File: config.mk
export PLATFORM = sky130hd
export DESIGN_NAME = bcat_ctrl
export DESIGN_NICKNAME = d
export VERILOG_FILES = /design/src/sv/bcat_pkg.sv /design/src/sv/bcat_ctrl.sv
export SDC_FILE = /design/constraint.sdc
export NUM_CORES = 1
export LEC_CHECK = 0
export ABC_CLOCK_PERIOD_IN_PS = 1700
export BUFFER_PORTS_ARGS = -buffer_cell sky130_fd_sc_hd__buf_2
export CORE_AREA = 3 3 40 42
export CTS_CLUSTER_SIZE = 28
export DETAILED_ROUTE_END_ITERATION = 7
export DIE_AREA = 0 0 43 45
export PLACE_DENSITY = 0.69
export SLEW_MARGIN = 20
export SYNTH_ARGS = -nofsm -noshare
export SYNTH_HDL_FRONTEND = slang
export SYNTH_SLANG_ARGS = --single-unit
export TNS_END_PERCENT = 20
File: constraint.sdc
create_clock -name clk -period 1.7 [get_ports clk]
set_input_delay 0.085 -clock clk [delete_from_list [all_inputs] [get_ports clk]]
set_output_delay 0.085 -clock clk [all_outputs]
set_load 0.01 [all_outputs]
File: src/sv/bcat_pkg.sv
// Shared types and constants for the block chain allocation table.
// Holds field widths, operation and status codes, FSM state and the
// controller/datapath command and status structs. No dependencies.
package bcat_pkg;

	localparam int BLK_W   = 16;
	localparam int VAL_W   = 17;
	localparam int FUNC_W  = 2;
	localparam int STAT_W  = 2;
	localparam int ENT_W   = 11;
	localparam int CIDX_W  = 4;
	localparam int CDATA_W = 16;

	// operation codes
	localparam logic [FUNC_W-1:0] FUNC_FOLLOW = 2'd0;
	localparam logic [FUNC_W-1:0] FUNC_EXTEND = 2'd1;
	localparam logic [FUNC_W-1:0] FUNC_ALLOC  = 2'd2;
	localparam logic [FUNC_W-1:0] FUNC_FREE   = 2'd3;

	// result status codes
	localparam logic [STAT_W-1:0] STAT_OK     = 2'd0;
	localparam logic [STAT_W-1:0] STAT_FULL   = 2'd1;
	localparam logic [STAT_W-1:0] STAT_RANGE  = 2'd2;
	localparam logic [STAT_W-1:0] STAT_BROKEN = 2'd3;

	// configuration register indexes
	localparam logic [CIDX_W-1:0] CFG_FIRST_BLOCK    = 4'd0;
	localparam logic [CIDX_W-1:0] CFG_ENTRIES_IN_USE = 4'd1;

	// link entry codes
	localparam logic [BLK_W-1:0] LINK_FREE = 16'h0000;
	localparam logic [BLK_W-1:0] LINK_END  = 16'hFFFF;

	localparam logic [15:0] FIRST_BLOCK_RST = 16'd0;
	localparam logic [10:0] ENTRIES_RST     = 11'd1024;

	typedef enum logic [2:0] {
		S_CLEAR,
		S_IDLE,
		S_DECODE,
		S_EVAL,
		S_SCAN_RD,
		S_SCAN_CK,
		S_LINK,
		S_FINISH
	} state_t;

	typedef enum logic {
		ADDR_CUR,
		ADDR_SCAN
	} addr_sel_t;

	typedef enum logic [1:0] {
		WR_ZERO,
		WR_END,
		WR_LINK
	} wr_sel_t;

	typedef enum logic [1:0] {
		RES_NONE,
		RES_ENTRY,
		RES_SCAN
	} res_sel_t;

	typedef struct packed {
		logic              req_ready;
		logic              rd_en;
		logic              wr_en;
		addr_sel_t         addr_sel;
		wr_sel_t           wr_sel;
		logic              cur_load;
		logic              cnt_clr;
		logic              cnt_inc;
		logic              res_set;
		res_sel_t          res_sel;
		logic [STAT_W-1:0] res_status;
		logic              out_load;
	} ctl_cmd_t;

	typedef struct packed {
		logic              req_fire;
		logic [FUNC_W-1:0] func;
		logic              none;
		logic              in_range;
		logic              ent_zero;
		logic              ent_end;
		logic              scan_end;
		logic              scan_hit;
		logic              clr_last;
		logic              out_free;
	} ctl_stat_t;

endpackage

File: src/sv/bcat_ctrl.sv
// Controller state machine: clearing pass, decode, chain walk, free-entry
// scan and result hand-off. Drives the datapath by command struct.
// Depends on bcat_pkg.
module bcat_ctrl (
	input  logic                 clk,
	input  logic                 arst_n,
	input  bcat_pkg::ctl_stat_t  stat,
	output bcat_pkg::ctl_cmd_t   cmd
);
	import bcat_pkg::*;

	state_t state_q;
	state_t state_d;

	always_ff @(posedge clk or negedge arst_n) begin
		if (!arst_n) begin
			state_q <= S_CLEAR;
		end else begin
			state_q <= state_d;
		end
	end

	// next state
	always_comb begin
		state_d = state_q;
		unique case (state_q)
			S_CLEAR: begin
				if (stat.clr_last) begin
					state_d = S_IDLE;
				end
			end
			S_IDLE: begin
				if (stat.req_fire) begin
					state_d = S_DECODE;
				end
			end
			S_DECODE: begin
				priority if (stat.func == FUNC_ALLOC) begin
					state_d = S_SCAN_RD;
				end else if (stat.none || !stat.in_range) begin
					state_d = S_FINISH;
				end else begin
					state_d = S_EVAL;
				end
			end
			S_EVAL: begin
				priority if (stat.ent_zero) begin
					state_d = S_FINISH;
				end else if (stat.ent_end) begin
					state_d = (stat.func == FUNC_EXTEND) ? S_SCAN_RD : S_FINISH;
				end else if (stat.func == FUNC_FREE) begin
					state_d = S_DECODE;
				end else begin
					state_d = S_FINISH;
				end
			end
			S_SCAN_RD: begin
				state_d = stat.scan_end ? S_FINISH : S_SCAN_CK;
			end
			S_SCAN_CK: begin
				priority if (stat.scan_hit) begin
					state_d = (stat.func == FUNC_EXTEND) ? S_LINK : S_FINISH;
				end else begin
					state_d = S_SCAN_RD;
				end
			end
			S_LINK: begin
				state_d = S_FINISH;
			end
			S_FINISH: begin
				if (stat.out_free) begin
					state_d = S_IDLE;
				end
			end
			default: state_d = S_CLEAR;
		endcase
	end

	// outputs
	always_comb begin
		cmd.req_ready  = 1'b0;
		cmd.rd_en      = 1'b0;
		cmd.wr_en      = 1'b0;
		cmd.addr_sel   = ADDR_CUR;
		cmd.wr_sel     = WR_ZERO;
		cmd.cur_load   = 1'b0;
		cmd.cnt_clr    = 1'b0;
		cmd.cnt_inc    = 1'b0;
		cmd.res_set    = 1'b0;
		cmd.res_sel    = RES_NONE;
		cmd.res_status = STAT_OK;
		cmd.out_load   = 1'b0;
		unique case (state_q)
			// zero one entry per cycle
			S_CLEAR: begin
				cmd.wr_en    = 1'b1;
				cmd.addr_sel = ADDR_SCAN;
				cmd.wr_sel   = WR_ZERO;
				cmd.cnt_inc  = 1'b1;
			end
			S_IDLE: begin
				cmd.req_ready = 1'b1;
				cmd.cnt_clr   = 1'b1;
			end
			// check the block, read its entry (not for allocate)
			S_DECODE: begin
				priority if (stat.func == FUNC_ALLOC) begin
				end else if (stat.none) begin
					cmd.res_set = 1'b1;
				end else if (!stat.in_range) begin
					cmd.res_set    = 1'b1;
					cmd.res_status = STAT_RANGE;
				end else begin
					cmd.rd_en = 1'b1;
				end
			end
			// act on the entry read
			S_EVAL: begin
				if (stat.func == FUNC_FREE) begin
					cmd.wr_en  = 1'b1;
					cmd.wr_sel = WR_ZERO;
				end
				priority if (stat.ent_zero) begin
					cmd.res_set    = 1'b1;
					cmd.res_status = STAT_BROKEN;
				end else if (stat.ent_end) begin
					cmd.res_set = (stat.func != FUNC_EXTEND);
				end else if (stat.func == FUNC_FREE) begin
					cmd.cur_load = 1'b1;
				end else begin
					cmd.res_set = 1'b1;
					cmd.res_sel = RES_ENTRY;
				end
			end
			S_SCAN_RD: begin
				if (stat.scan_end) begin
					cmd.res_set    = 1'b1;
					cmd.res_status = STAT_FULL;
				end else begin
					cmd.rd_en    = 1'b1;
					cmd.addr_sel = ADDR_SCAN;
				end
			end
			// claim a free entry or advance
			S_SCAN_CK: begin
				if (stat.scan_hit) begin
					cmd.wr_en    = 1'b1;
					cmd.addr_sel = ADDR_SCAN;
					cmd.wr_sel   = WR_END;
					cmd.res_set  = 1'b1;
					cmd.res_sel  = RES_SCAN;
				end else begin
					cmd.cnt_inc = 1'b1;
				end
			end
			// link the old chain end to the new block
			S_LINK: begin
				cmd.wr_en    = 1'b1;
				cmd.addr_sel = ADDR_CUR;
				cmd.wr_sel   = WR_LINK;
			end
			S_FINISH: begin
				cmd.out_load = stat.out_free;
			end
			default: begin
			end
		endcase
	end
endmodule

# Word level (Yosys, flattened, before mapping)
# Cells that the tools add are included.
# word_totals
reg_bits	3
out_inout_bits	15
inputBits	13
# classes
eq_ne	14
muxes	48
reduce_logical	5
# ops
op	n
3-bit 2-to-1 mux	10
3-bit case mux with 8 select lines	1
1-bit 2-to-1 mux	19
2-bit 2-to-1 mux	9
3-bit == test, second input constant	4
2-bit case mux with 2 select lines	2
3-bit by 2-bit == test with 1-bit output, second input constant	2
2-bit inequality test, second input constant	3
1-bit case mux with 3 select lines	2
2-bit case mux with 3 select lines	1
2-bit == test, second input constant	2
4-bit 2-to-1 mux	1
1-bit case mux with 2 select lines	2
1-bit case mux with 4 select lines	1
3-bit by 1-bit == test with 1-bit output, second input constant	1
3-bit zero test	1
3-bit AND reduction	1
2-bit by 1-bit == test with 1-bit output, second input constant	1
2-bit by 1-bit inequality test with 1-bit output, second input constant	1
2-bit OR reduction	1
1-bit zero test	1
1-bit logical OR	1

# Longest topological paths before layout
# Gate-level depths: netlist of run 1.
# logic_depth
word_depth	5
ltp_mapped	5
depth_no_buf	4

# Least setup slack after synthesis of run 1
# No wires, ideal clock.
# synth_timing
path_type	register to output
from	register state_q[0]
to	output port cmd[9] in the netlist's numbering
path_slack_ns	0.395
arrival_ns	1.220
n_path_buf	3
path_stages_with_launch	5
required_time_ns	1.615
cell_sequence	dfrtp_1 > buf_2 > buf_2 > nor3b_1 > buf_4
# synth_lines
item	line_no	source
start: declaration	bcat_ctrl.sv:12	state_t state_q;
start signal: assignment	bcat_ctrl.sv:19	state_q <= state_d;
end: declaration	bcat_ctrl.sv:8	output bcat_pkg::ctl_cmd_t cmd

==> impl_metrics.env, run 1 <==
export IMPL_cts_num_sinks=3
export IMPL_p_leak_nw=0.316
export IMPL_synth_ff_type="dfrtp_1"
export IMPL_start_kind="register"
export IMPL_clock_latency_ps=230
export IMPL_rsz0062_at_grt="no"
export IMPL_syn_inst=74
export IMPL_tightest_slew_ps=384
export IMPL_die_height_um=45
export IMPL_critPathLaunch="state_q[0]$_DFFE_PN0P_"
export IMPL_place_area_um2=611
export IMPL_clock_skew_ps=1.77
export IMPL_synth_cell_types=30
export IMPL_hold_viol_final=0
export IMPL_postCtsSetupRepairBufs=0
export IMPL_r2r_slack_ps=380
export IMPL_cts_tree="done"
export IMPL_powerDensity_nw_per_um2=1460
export IMPL_arrival_ps=1460
export IMPL_status="complete, no violations"
export IMPL_hp_class="in -> reg"
export IMPL_rows=13
export IMPL_clockRootBuffer="clkbuf_4"
export IMPL_via_per_inst=5.17
export IMPL_crit_type="reg -> out"
export IMPL_wl_per_cell_um=11.4
export IMPL_finalCritPeriodShare=0.911
export IMPL_core_area_um2=1280
export IMPL_fmax_ghz=0.646
export IMPL_drt_iter0_markers=13
export IMPL_grt_pass1_wl_um=2240
export IMPL_yosysWarnings=0
export IMPL_drt_wl_total_um=1310
export IMPL_setup_tns_ps=0
export IMPL_end_kind="output port"
export IMPL_r2r_start="state_q[0]$_DFFE_PN0P_"
export IMPL_start_util=0.383
export IMPL_critPathMaxFanout=14
export IMPL_fp_dieArea_um2=1940
export IMPL_largest_register_ffs=3
export IMPL_place_port_buffers=27
export IMPL_top_regs="state_q: 3 flops"
export IMPL_place_ws_ps=348
export IMPL_grt_pass1_vias=519
export IMPL_pin_count=28
export IMPL_vdd_drop_max_mv=0.683
export IMPL_ys_ff_latch=3
export IMPL_syn_nets=87
export IMPL_hpwl_um=1020
export IMPL_dr_total_vias=595
export IMPL_cp_endpoint="cmd[5]"
export IMPL_setup_ws_ps=151
export IMPL_drtPass1Iterations=4
export IMPL_synth_edf_count=0
export IMPL_antenna_found_initial=0
export IMPL_drv_cap=0
export IMPL_grt_max_degree=16
export IMPL_final_cell_mix="27 x buf_2, 9 x nor2_1, 8 x nand2_1"
export IMPL_netlist_area_um2=492
export IMPL_rr_endpoint="state_q[0]$_DFFE_PN0P_"
export IMPL_cts_made_buffers=3
export IMPL_gp_congestion=0.865
export IMPL_postSynthAreaPerCell_um2=6.64
export IMPL_period_minus_slack_ps=1550
export IMPL_r2r_cells=5
export IMPL_layout_nets=114
export IMPL_whs_ps=130
export IMPL_grt_ovfl_total=0
export IMPL_final_cell_area_um2=651
export IMPL_ant_nets=0
export IMPL_drive_above_1_share=0.370
export IMPL_final_common_cell="buf_2"
export IMPL_die_x_um=43
export IMPL_crit_required_ps=1620
export IMPL_clk_path_buf_depth=2
export IMPL_max_slew_margin=0.744
export IMPL_htreeDepth=1
export IMPL_final_util=0.506
export IMPL_area_growth_syn_to_layout_pct=32.3
export IMPL_diodes=0
export IMPL_synth_seq_area_share=0.153
export IMPL_grt_usage=0.153
export IMPL_slew_violations=0
export IMPL_clk_pin_slew_ps=40
export IMPL_synthArstFlopShare=1.00
export IMPL_setup_viol=0
export IMPL_drc=0
export IMPL_largest_register="state_q"
## metal layers
layer  track usage  routed length, um  vias to the layer above
met5             0                  0                        -
met1         0.208                662                      260
li1              -                  -                      318
met3        0.0359                 85                        0
met4        0.0843                  0                        0
met2         0.222                566                       17
## cells by family (layout without fill, tap and decap cells)
| group | count (synthesis) | after routing | share of synthesized area |
|---|---|---|---|
| buffers and inverters | 9 | 35 | 0.102 |
| AOI/OAI and AO/OA | 21 | 21 | 0.298 |
| and+or+nand+nor | 40 | 40 | 0.430 |
| DFF | 3 | 3 | 0.153 |
| xor gates and xnor gates | 1 | 1 | 0.0178 |
## where the power goes
group | leakage, nW | total [mW] | internal, mW | switching, mW
Sequential | 0.0315 | 0.224 | 0.111 | 0.113
Combinational | 0.269 | 0.603 | 0.286 | 0.317
Clock | 0.0150 | 0.124 | 0.0879 | 0.0363
## critical path, stage by stage, from the launching register on
cell	delay [ps]
dfrtp_1	510
and2_1	210
o21ai_0	200
o311ai_0	160
buf_2	170
## through the flow
stage | std cells | total power, mW
final | 115 | 0.951
after global routing | 115 | 1.07
after CTS | 115 | 0.953
after detailed placement | 110 | 0.820
after global placement | 110 | 0.816
after floorplan | 74 | 0.665
## worst min-delay path by stage
stage,from,end,cells past startpoint
6_report,stat[1],state_q[0]$_DFFE_PN0P_,3
5_1_grt,stat[1],state_q[0]$_DFFE_PN0P_,3
4_1_cts,stat[1],state_q[0]$_DFFE_PN0P_,3
3_5_place_dp,arst_n,state_q[0]$_DFFE_PN0P_,1
3_3_place_gp,arst_n,state_q[0]$_DFFE_PN0P_,1
2_1_floorplan,arst_n,state_q[0]$_DFFE_PN0P_,0
## cell usage after synthesis, types with 2 or more instances
master	count	area, um2
nor3_1	2	10.0
a21oi_1	7	35.0
o311ai_0	2	17.5
and2_1	2	12.5
and2b_1	2	15.0
buf_2	4	20.0
inv_1	2	7.51
nand2b_1	6	37.5
o31ai_1	2	15.0
dfrtp_1	3	75.1
nand3_1	4	20.0
o21ai_0	2	10.0
nand3b_1	2	15.0
buf_4	3	22.5
nor2_1	9	33.8
nand2_1	8	30.0
## layout make-up
class	instances	area, um2
Sequential cell	3	77.6
Timing Repair Buffer	29	153
Clock buffer	4	26.3
Inverter	2	7.51
Fill cell	137	634
Tap cell	15	18.8
Multi-Input combinational cell	62	368
## repair_timing
| item | CTS | global route |
|---|---|---|
| hold endpoints to repair | 3 | 0 |
| resized for setup | 0 | 3 |
| setup endpoints to repair | 0 | 3 |
| hold buffers | 1 | 0 |
Power figures use the tool's default switching activity.
==> run 2: changes to the inputs <==
--- a/config.mk
+++ b/config.mk
@@ -5,9 +5,10 @@
 export SDC_FILE = /design/constraint.sdc
 export NUM_CORES = 1
 export LEC_CHECK = 0
-export ABC_CLOCK_PERIOD_IN_PS = 1700
+export ABC_CLOCK_PERIOD_IN_PS = 1500
 export BUFFER_PORTS_ARGS = -buffer_cell sky130_fd_sc_hd__buf_2
 export CORE_AREA = 3 3 40 42
+export CTS_CLUSTER_DIAMETER = 120
 export CTS_CLUSTER_SIZE = 28
 export DETAILED_ROUTE_END_ITERATION = 7
 export DIE_AREA = 0 0 43 45
@@ -16,4 +17,4 @@
 export SYNTH_ARGS = -nofsm -noshare
 export SYNTH_HDL_FRONTEND = slang
 export SYNTH_SLANG_ARGS = --single-unit
-export TNS_END_PERCENT = 20
+export TNS_END_PERCENT = 5
==> constraint.sdc (replaced) <==
create_clock -name clk -period 1.5 [get_ports clk]
set_input_delay 0.075 -clock clk [delete_from_list [all_inputs] [get_ports clk]]
set_output_delay 0.075 -clock clk [all_outputs]
set_load 0.01 [all_outputs]
==> impl_metrics.env, run 2 (synthesis results as in run 1) <==
export IMPL_ant_nets=0
export IMPL_tightest_slew_ps=347
export IMPL_wl_per_cell_um=13.1
export IMPL_clk_pin_slew_ps=30
export IMPL_crit_required_ps=1420
export IMPL_drt_wl_total_um=1600
export IMPL_powerDensity_nw_per_um2=1760
export IMPL_drt_iter0_markers=25
export IMPL_place_area_um2=633
export IMPL_drtPass1Iterations=4
export IMPL_diodes=0
export IMPL_clock_latency_ps=250
export IMPL_place_ws_ps=167
export IMPL_antenna_found_initial=0
export IMPL_setup_tns_ps=0
export IMPL_status="complete, no violations"
export IMPL_final_cell_mix="27 x buf_2, 8 x nor2_1, 8 x nand2_1"
export IMPL_setup_viol=0
export IMPL_top_regs="state_q: 3 flops"
export IMPL_pin_count=28
export IMPL_period_minus_slack_ps=1450
export IMPL_start_util=0.383
export IMPL_final_cell_area_um2=737
export IMPL_cts_num_sinks=3
export IMPL_hold_viol_final=0
export IMPL_final_common_cell="buf_2"
export IMPL_place_port_buffers=27
export IMPL_cts_made_buffers=3
export IMPL_p_leak_nw=0.368
export IMPL_fp_dieArea_um2=1940
export IMPL_worstHoldStart="stat[1]"
export IMPL_cts_tree="done"
export IMPL_grt_pass1_vias=560
export IMPL_layout_nets=121
export IMPL_clock_skew_ps=6.28
export IMPL_htreeDepth=1
export IMPL_finalCritPeriodShare=0.964
export IMPL_fin_cells=122
export IMPL_hp_class="in -> reg"
export IMPL_vdd_drop_max_mv=0.624
export IMPL_largest_register="state_q"
export IMPL_drc=0
export IMPL_grt_usage=0.163
export IMPL_drv_cap=0
export IMPL_total_power_mw=1.30
export IMPL_rr_endpoint="state_q[0]$_DFFE_PN0P_"
export IMPL_crit_type="reg -> out"
export IMPL_r2r_cells=5
export IMPL_fmax_ghz=0.691
export IMPL_rows=13
export IMPL_hold_end="state_q[0]$_DFFE_PN0P_"
export IMPL_start_kind="register"
export IMPL_core_area_um2=1280
export IMPL_clk_path_buf_depth=2
export IMPL_largest_register_ffs=3
export IMPL_placedCellCount=113
export IMPL_drive_above_1_share=0.467
export IMPL_clockRootBuffer="clkbuf_4"
export IMPL_setup_ws_ps=53.9
export IMPL_grt_max_degree=14
export IMPL_critPathMaxFanout=7
export IMPL_die_x_um=43
export IMPL_seq_area_um2=78.8
export IMPL_hpwl_um=1090
export IMPL_dr_total_vias=674
export IMPL_die_height_um=45
export IMPL_via_per_inst=5.52
export IMPL_max_slew_margin=0.766
export IMPL_r2r_start="state_q[1]$_DFFE_PN0P_"
export IMPL_grt_ovfl_total=0
export IMPL_end_kind="output port"
export IMPL_fill_cells=125
export IMPL_grt_pass1_wl_um=2330
export IMPL_hold_path_cell_count=3
export IMPL_area_growth_syn_to_layout_pct=49.9
export IMPL_arrival_ps=1370
export IMPL_r2r_slack_ps=260
export IMPL_multi_input_area_um2=394
export IMPL_critPathLaunch="state_q[0]$_DFFE_PN0P_"
export IMPL_gp_congestion=0.857
export IMPL_rsz0062_at_grt="no"
export IMPL_slew_violations=0
## run 2: layout make-up
type,count,area share
Timing Repair Buffer,36,0.287
Clock buffer,4,0.0357
Multi-Input combinational cell,62,0.535
Tap cell,15,0.0255
Inverter,2,0.0102
Sequential cell,3,0.107
## run 2: how the worst max path moves through the flow
stage,depth (start not counted),end
after floorplan,4,cmd[9]
after global placement,5,state_q[0]$_DFFE_PN0P_
after detailed placement,5,state_q[0]$_DFFE_PN0P_
after CTS,4,cmd[3]
after global routing,5,cmd[2]
final,5,cmd[2]
## run 2: routing by layer
metal  vias to the layer above  part of all wire  track usage
met2                        41              0.48        0.243
met5                         -                 0            0
met1                       292              0.41        0.196
li1                        335                 -            -
met4                         0             0.031        0.139
met3                         6             0.081       0.0398
## run 2: critical path: stages, from the launching register on
cell     delay [ps]
dfrtp_2         440
buf_6           150
nor4_2          270
a21oi_1          70
nor2_1           80
buf_2           130
## run 2: report_power, final
| group | switching, mW | internal, mW | leakage [nW] |
|---|---|---|---|
| Combinational | 0.491 | 0.457 | 0.322 |
| Sequential | 0.0695 | 0.130 | 0.0307 |
| Clock | 0.0509 | 0.100 | 0.0150 |
## run 2: what timing repair did
action | CTS | global route
resized for setup | 7 | 6
setup endpoints to repair | 7 | 11
hold endpoints to repair | 3 | 0
gates cloned | 0 | 0
setup buffers | 0 | 4
hold buffers | 1 | 0
## run 2: per-stage QoR
step | utilization | hold slack (ps)
after floorplan | - | -221
after global placement | 0.493 | -129
after detailed placement | 0.493 | -126
after CTS | 0.533 | 117
after global routing | 0.574 | 121
final | 0.574 | 116
